<file path="src/design/pfa_pkg.sv">
package pfa_pkg;

  localparam int NUM_PAGES  = 32768;
  localparam int PAGE_BYTES = 4096;

  localparam int PAGE_SHIFT = $clog2(PAGE_BYTES);
  localparam int IDX_W      = $clog2(NUM_PAGES);
  localparam int DEPTH_W    = $clog2(NUM_PAGES + 1);
  // Room for the rounded-up base, the address and the page offset sum.
  localparam int WIDE_W     = 40;

  localparam int ADDR_W  = 32;
  localparam int FCNT_W  = 16;
  localparam int RCNT_W  = 8;
  localparam int LIMIT_W = 16;
  localparam int APB_AW  = 4;

  localparam int OUT_DATA_W = ADDR_W + FCNT_W + RCNT_W;

  localparam logic [RCNT_W-1:0] RCNT_MAX = '1;

  typedef enum logic [1:0] {
    CMD_ALLOC   = 2'd0,
    CMD_FREE    = 2'd1,
    CMD_ADD_REF = 2'd2
  } cmd_e;

  typedef enum logic [2:0] {
    STS_DONE       = 3'd0,
    STS_SHARED     = 3'd1,
    STS_OUT_OF_MEM = 3'd2,
    STS_BAD_ADDR   = 3'd3,
    STS_IN_USE     = 3'd4,
    STS_LIMIT      = 3'd5,
    STS_SATURATED  = 3'd6
  } status_e;

  localparam logic [1:0] REG_REGION_START = 2'd0;
  localparam logic [1:0] REG_REGION_END   = 2'd1;
  localparam logic [1:0] REG_LIMIT_PAGES  = 2'd2;

  typedef struct packed {
    logic             ok;
    logic [IDX_W-1:0] idx;
  } chk_t;

endpackage

</file>
<file path="src/design/pfa_addr_check.sv">
module pfa_addr_check (
  input  logic [pfa_pkg::ADDR_W-1:0] region_start_i,
  input  logic [pfa_pkg::ADDR_W-1:0] region_end_i,
  input  logic [pfa_pkg::ADDR_W-1:0] addr_i,
  output logic [pfa_pkg::WIDE_W-1:0] base_o,
  output pfa_pkg::chk_t              chk_o
);

  logic [pfa_pkg::WIDE_W-1:0] base_up;
  logic [pfa_pkg::WIDE_W-1:0] addr_ext;
  logic [pfa_pkg::WIDE_W-1:0] diff;
  logic [pfa_pkg::WIDE_W-1:0] rel;
  logic                       aligned;

  // The base is region_start rounded up to a page; it may reach 2^32.
  assign base_up  = pfa_pkg::WIDE_W'(region_start_i)
                  + pfa_pkg::WIDE_W'(pfa_pkg::PAGE_BYTES - 1);
  assign base_o   = base_up & ~pfa_pkg::WIDE_W'(pfa_pkg::PAGE_BYTES - 1);
  assign addr_ext = pfa_pkg::WIDE_W'(addr_i);
  assign diff     = addr_ext - base_o;
  assign rel      = diff >> pfa_pkg::PAGE_SHIFT;
  assign aligned  = (addr_i[pfa_pkg::PAGE_SHIFT-1:0] == '0);

  assign chk_o.ok  = aligned && (addr_ext >= base_o) && (addr_i < region_end_i)
                   && (rel < pfa_pkg::WIDE_W'(pfa_pkg::NUM_PAGES));
  assign chk_o.idx = rel[pfa_pkg::IDX_W-1:0];

endmodule

</file>
<file path="config.mk">
export PLATFORM = sky130hd
export DESIGN_NAME = pfa_addr_check
export DESIGN_NICKNAME = d
export VERILOG_FILES = /design/src/design/pfa_pkg.sv /design/src/design/pfa_addr_check.sv
export SDC_FILE = /design/constraint.sdc
export NUM_CORES = 1
export LEC_CHECK = 0
export ABC_AREA = 1
export BUFFER_PORTS_ARGS = -buffer_cell sky130_fd_sc_hd__clkbuf_2
export CORE_ASPECT_RATIO = 1.2
export CORE_MARGIN = 5
export CORE_UTILIZATION = 35
export DETAILED_ROUTE_END_ITERATION = 12
export PLACE_DENSITY = 0.68
export SLEW_MARGIN = 20
export SYNTH_ARGS = -nofsm -noshare
export SYNTH_HDL_FRONTEND = slang
export SYNTH_SLANG_ARGS = --single-unit
</file>
<file path="constraint.sdc">
create_clock -name vclk -period 10.2
set_clock_uncertainty 0.05 [all_clocks]
set_input_delay 2.04 -clock vclk [all_inputs]
set_output_delay 2.04 -clock vclk [all_outputs]
set_load 0.05 [all_outputs]
</file>
-- Word-level counts from Yosys, hierarchy flattened
Cells that the tools add are included.
- magnitude comparators: 3
- $add $sub $neg: 2
- reductions and logical operators: 4
- operator list (operator ; count):
    $sub A32 B33 Y34 ; 1
    $add A32 B12 Y33 const B ; 1
    $ge A32 B33 Y1 ; 1
    $lt A32 B32 Y1 ; 1
    $lt A28 B16 Y1 const B ; 1
    $logic_not A12 Y1 ; 1
    $logic_and A1 B1 Y1 ; 3
- logic and storage cells: 9
- bits in registers: 0
- bits of input ports: 96
- output and inout port bits: 56

-- Logic depth before layout (Yosys ltp)
Gate-level depths: netlist of the first run.
- word-level depth: 5
- mapped depth: 25
- mapped depth without buffers: 25

-- Least setup slack after synthesis of the first run
Ideal clock, no wire load.
- path type: in2out
- start: input region_start_i[2] in the netlist's numbering
- end: output chk_o[15] in the netlist's numbering
- stages on the path: 19
- setup slack: 2.688 ns
- path buffers: 0
- required time: 8.110 ns
- arrival time: 5.422 ns
- path through: or2_0 > nor2_2 > nand2_2 > nand2_2 > inv_2 > nand2_1 > xor2_1 > inv_1 > ha_1 > nand2_1 > nor2_1 > nand2_1 > nor2_1 > nand2_1 > nand2_1 > nand4_1 > nor2_1 > nand3_1 > nor2_1
- RTL lines (item ; line ; RTL):
    start: declaration ; pfa_addr_check.sv:2 ; input logic [pfa_pkg::ADDR_W-1:0] region_start_i,
    end: declaration ; pfa_addr_check.sv:6 ; output pfa_pkg::chk_t chk_o

==> results of run 1 <==
per-layer routing:
layer / global-route usage (%) / vias up / wire length [um]
li1: - / 1975 / -
met1: 20.4 / 1592 / 3930
met2: 32.8 / 123 / 4780
met3: 1.28 / 22 / 550
met4: 5.68 / 0 / 359
met5: 0 / - / 0
worst max path at each step:
stage	start	to	slack, ns
6_report	region_start_i[15]	chk_o[15]	3.09
3_3_place_gp	region_start_i[15]	chk_o[15]	3.10
4_1_cts	region_start_i[14]	chk_o[15]	3.10
2_1_floorplan	region_start_i[2]	chk_o[15]	2.69
5_1_grt	region_start_i[14]	chk_o[15]	2.75
3_5_place_dp	region_start_i[14]	chk_o[15]	3.12
cells in the final DEF, fill, tap and decap left out, drive strengths merged, types with 2 or more instances in the layout:
master	n
xor2	14
nor3b	2
inv	119
nand4	10
nand3	27
nand3b	3
or2	2
nor3	12
o21bai	3
o21ai	8
a21oi	39
nand2	163
and3	2
nor2	64
nor4	4
ha	52
conb	19
xnor2	7
clkbuf	133
critical path: cells and delay by family:
kind	cells	cell delay, ns
buffers and inverters	5	0.60
AND/OR/NAND/NOR	16	1.84
adder cells (fa/ha/maj)	1	0.34
XOR/XNOR	1	0.19
metrics by stage:
stage               utilization (%)  cells  worst slack [ns]
floorplan                         -    575              2.69
CTS                            44.1    806              3.10
global placement               44.1    806              3.10
finish                         44.1    806              3.09
global route                   44.1    806              2.75
detailed placement             44.1    806              3.12
cell type report:
class              instances  area share (%)
repair buffers           133            17.8
multi-input cells        437            66.3
well taps                117            3.91
inverters                119            11.9
cells by family (layout without fill, tap and decap cells):
group,count (synthesis),count (layout)
xor+xnor,21,21
other cells,1,19
buf+inv,138,252
compound gates,54,54
fa+ha+maj,53,53
simple gates,290,290
power groups by stage:
stage | clock network, uW | registers, uW | logic [uW]
global placement | 0 | 0 | 251
floorplan | 0 | 0 | 190
global route | 0 | 0 | 278
detailed placement | 0 | 0 | 253
finish | 0 | 0 | 253
CTS | 0 | 0 | 254
==> results.sh, run 1 <==
export IMPL_n_antenna_cell=0
export IMPL_finalCritPeriodShare_pct=69.7
export IMPL_drv_slew=0
export IMPL_vias=3712
export IMPL_nClkBuffers=0
export IMPL_die_area_mm2=0.0105
export IMPL_hold_worst_slack_ns=4.50
export IMPL_fp_dieH_um=111
export IMPL_multiInputGateArea_mm2=0.00248
export IMPL_outcome="finished clean"
export IMPL_synth_xor_area_share_pct=6.38
export IMPL_hold_start="region_start_i[26]"
export IMPL_fin_area_mm2=0.00374
export IMPL_yosysMostFrequentCell="nand2_1"
export IMPL_worst_hold_path_type="input pin to output port"
export IMPL_critPathMaxStageDelay_ns=0.34
export IMPL_holdPathStages=3
export IMPL_regArea_um2=0
export IMPL_period_needed_ns=7.11
export IMPL_yosys_mux_area_fraction_pct=0
export IMPL_avgRoutedWirePerCell_um=11.9
export IMPL_fmax_mhz=141
export IMPL_holdPathEnd="base_o[26]"
export IMPL_synth_compound_area_share_pct=9.50
export IMPL_port_buffers=133
export IMPL_via_per_inst=4.61
export IMPL_seq_area_frac_synth_pct=0
export IMPL_crit_path_end_kind="output port"
export IMPL_grt_pass1_wl_mm=15.5
export IMPL_required_ns=8.11
export IMPL_grt_antenna_before_repair=0
export IMPL_switching_share_pct=71.7
export IMPL_synthSimpleGateAreaFrac_pct=42.0
export IMPL_overflow=0
export IMPL_crit_arrival_ns=5.02
export IMPL_p_sw_uw=181
export IMPL_synth_adder_area_share_pct=22.3
export IMPL_power_internal_uw=71.7
export IMPL_max_cap_viol_count=0
export IMPL_grt_pass1_vias=3670
export IMPL_dieWidth_um=94.6
export IMPL_core_rowCount=37
export IMPL_finalHoldViolCount=0
export IMPL_hpwl_mm=9.00
export IMPL_n_sequential_cell=0
export IMPL_grtUsageTotal_pct=17.4
export IMPL_drive_gt1_share_pct=22.5
export IMPL_ys_types=33
export IMPL_critPathMaxFanout=5
export IMPL_first_iter_violations=107
export IMPL_powerDensity_mw_per_mm2=67.7
export IMPL_leakagePower_uw=0.00239
export IMPL_start_util_pct=35.4
export IMPL_path_cells="clkbuf_2 > inv_1 > nor3_4 > nand2_2 > nor2_2 > inv_2 > nor2_4 > nand2_2 > nor2_4 > xor2_2 > inv_2 > ha_1 > nand2_1 > nor2_1 > nand2_1 > nor2_1 > nand2_1 > nand2_1 > nand4_1 > nor2_1 > nand3_1 > nor2_1 > clkbuf_2"
export IMPL_tns_ns=0
export IMPL_ios=152
export IMPL_gp_congestion=0.896
export IMPL_cts_resized=0
export IMPL_comb_power_share_pct=100.0
export IMPL_setup_violations=0
export IMPL_ant_nets=0
export IMPL_post_cts_buffers=0
export IMPL_crit_slowest_cell="ha_1"
export IMPL_grt_setup_unrepaired="no"
export IMPL_synth_top_area_share_pct=21.7
export IMPL_drc=0
export IMPL_clockPowerShare_pct=0
export IMPL_core_area_mm2=0.00847
export IMPL_placed_area_mm2=0.00374
export IMPL_syn_area_mm2=0.00300
export IMPL_synth_commonest_cells="nand2_1 (155), inv_1 (113), nor2_1 (59), ha_1 (52), a21oi_1 (39)"
export IMPL_synth_top_cell_by_area="ha_1"
export IMPL_slew_limit_headroom_pct=62.5
export IMPL_yosysWarnings=0
export IMPL_avgSynthCellArea_um2=5.39
export IMPL_totalWireLength_mm=9.61
export IMPL_firstDrtPassIters=4
export IMPL_nNetsFinal=840
export IMPL_synth_top_family_by_area="simple AND/OR/NAND/NOR gates"
export IMPL_hold_buffers=0
export IMPL_tightest_slew_ns=0.558
export IMPL_design_power_total_uw=253
export IMPL_synth_cells=557
export IMPL_area_growth_pct=24.5
export IMPL_power_frac_seq_pct=0
export IMPL_ir_drop_v=0.0000359
export IMPL_startpoint_type="input pin"
export IMPL_grt_max_degree=7
export IMPL_fillers=974
export IMPL_synthTopCellsByArea="ha_1 (22%), nand2_1 (19%), inv_1 (14%)"
export IMPL_crit_type="input pin to output port"
Power figures use the tool's default switching activity.
==> run 2: changes to the inputs <==
==> constraint.sdc (replaced) <==
create_clock -name vclk -period 7.2
set_clock_uncertainty 0.05 [all_clocks]
set_input_delay 1.44 -clock vclk [all_inputs]
set_output_delay 1.44 -clock vclk [all_outputs]
set_load 0.05 [all_outputs]
==> run 2 against run 1 <==
Effect of this change:
- final cell count is the same
- worst hold slack lost 1.2 ns
- count of clock-buffer cells in the layout is the same
- critical endpoint unchanged
==> results.sh, run 2 (synthesis gave the netlist of run 1 again) <==
export IMPL_area_growth_pct=24.5
export IMPL_final_cell_mix="nand2_1 (155), clkbuf_2 (133), inv_1 (113)"
export IMPL_grt_setup_unrepaired="no"
export IMPL_final_common_cell="nand2_1"
export IMPL_crit_type="input pin to output port"
export IMPL_worst_hold_path_type="input pin to output port"
export IMPL_grt_antenna_before_repair=0
export IMPL_nClkBuffers=0
export IMPL_crit_path_end_kind="output port"
export IMPL_fmax_mhz=169
export IMPL_nNetsFinal=840
export IMPL_tightest_slew_ns=0.580
export IMPL_ir_drop_v=0.0000507
export IMPL_hold_buffers=0
export IMPL_max_cap_viol_count=0
export IMPL_required_ns=5.71
export IMPL_core_rowCount=37
export IMPL_drv_slew=0
export IMPL_totalWireLength_mm=9.62
export IMPL_powerDensity_mw_per_mm2=95.6
export IMPL_grt_pass1_vias=3732
export IMPL_crit_arrival_ns=4.43
export IMPL_path_cells="clkbuf_2 > inv_1 > nor3_4 > nand2_2 > nor2_2 > inv_2 > nor2_4 > nand2_2 > nor2_4 > xor2_2 > inv_2 > ha_1 > nand2_1 > nor2_1 > nand2_1 > nor2_1 > nand2_1 > nand2_1 > nand4_1 > nor2_1 > nand3_1 > nor2_1 > clkbuf_2"
export IMPL_first_iter_violations=151
export IMPL_outcome="finished clean"
export IMPL_gp_congestion=0.896
export IMPL_die_area_mm2=0.0105
export IMPL_clockPowerShare_pct=0
export IMPL_dieWidth_um=94.6
export IMPL_via_per_inst=4.69
export IMPL_power_frac_seq_pct=0
export IMPL_core_area_mm2=0.00847
export IMPL_fillers=983
export IMPL_p_sw_uw=256
export IMPL_critPathMaxFanout=5
export IMPL_regArea_um2=0
export IMPL_period_needed_ns=5.92
export IMPL_grt_max_degree=7
export IMPL_n_sequential_cell=0
export IMPL_finalHoldViolCount=0
export IMPL_cts_resized=0
export IMPL_multiInputGateArea_mm2=0.00248
export IMPL_n_antenna_cell=0
export IMPL_setup_violations=0
export IMPL_critPathMaxStageDelay_ns=0.35
export IMPL_startpoint_type="input pin"
export IMPL_hold_start="region_start_i[27]"
export IMPL_cp_top_family="simple AND/OR/NAND/NOR gates"
export IMPL_hpwl_mm=8.99
export IMPL_finalCritPeriodShare_pct=82.3
export IMPL_fp_dieH_um=111
export IMPL_leakagePower_uw=0.00239
export IMPL_holdPathEnd="base_o[27]"
export IMPL_tns_ns=0
export IMPL_comb_power_share_pct=100.0
export IMPL_hold_worst_slack_ns=3.29
export IMPL_firstDrtPassIters=5
export IMPL_overflow=0
export IMPL_ios=152
export IMPL_switching_share_pct=71.6
export IMPL_port_buffers=133
export IMPL_crit_slowest_cell="ha_1"
export IMPL_start_util_pct=35.4
export IMPL_grtUsageTotal_pct=17.6
export IMPL_post_cts_buffers=0
export IMPL_slew_limit_headroom_pct=61.1
export IMPL_power_internal_uw=102
export IMPL_ant_nets=0
export IMPL_grt_pass1_wl_mm=15.7
export IMPL_drive_gt1_share_pct=22.5
export IMPL_critPathBufInv=5
export IMPL_avgRoutedWirePerCell_um=11.9
export IMPL_drc=0
export IMPL_vias=3780
export IMPL_holdPathStages=3
==> run 2: cell counts in the layout (fill, tap and decap cells not counted) <==
No cell type changed its count.
==> run 2: how the worst max path moves through the flow <==
stage,from,endpoint,depth (start not counted)
6_report,region_start_i[15],chk_o[15],23
5_1_grt,region_start_i[15],chk_o[15],23
4_1_cts,region_start_i[14],chk_o[15],23
3_5_place_dp,region_start_i[14],chk_o[15],23
3_3_place_gp,region_start_i[15],chk_o[15],23
2_1_floorplan,region_start_i[2],chk_o[15],19
==> run 2: power by group through the flow <==
stage	Clock [uW]	Combinational [uW]	Sequential (uW)
floorplan	0	269	0
global placement	0	356	0
detailed placement	0	359	0
CTS	0	360	0
global route	0	394	0
finish	0	358	0
==> run 2: layout make-up <==
| type | count | share of cell area [%] |
|---|---|---|
| inverter | 119 | 11.9 |
| multi-input combinational | 437 | 66.3 |
| tap | 117 | 3.91 |
| timing repair buffer | 133 | 17.8 |
==> run 2: per-stage QoR <==
step	setup slack [ns]	total power, uW	instance area [um^2]	util (%)	cells
after floorplan	0.888	269	3070	-	575
after global placement	1.30	356	3740	44.1	806
after detailed placement	1.32	359	3740	44.1	806
after CTS	1.31	360	3740	44.1	806
after global routing	0.950	394	3740	44.1	806
final	1.28	358	3740	44.1	806
==> run 2: per-layer routing <==
metal | GRT usage (%) | share of wire, % | up-vias
li1 | - | - | 1971
met1 | 20.3 | 39 | 1628
met2 | 33.9 | 50 | 157
met3 | 1.35 | 7.4 | 24
met4 | 5.00 | 3.4 | 0
met5 | 0 | 0 | -
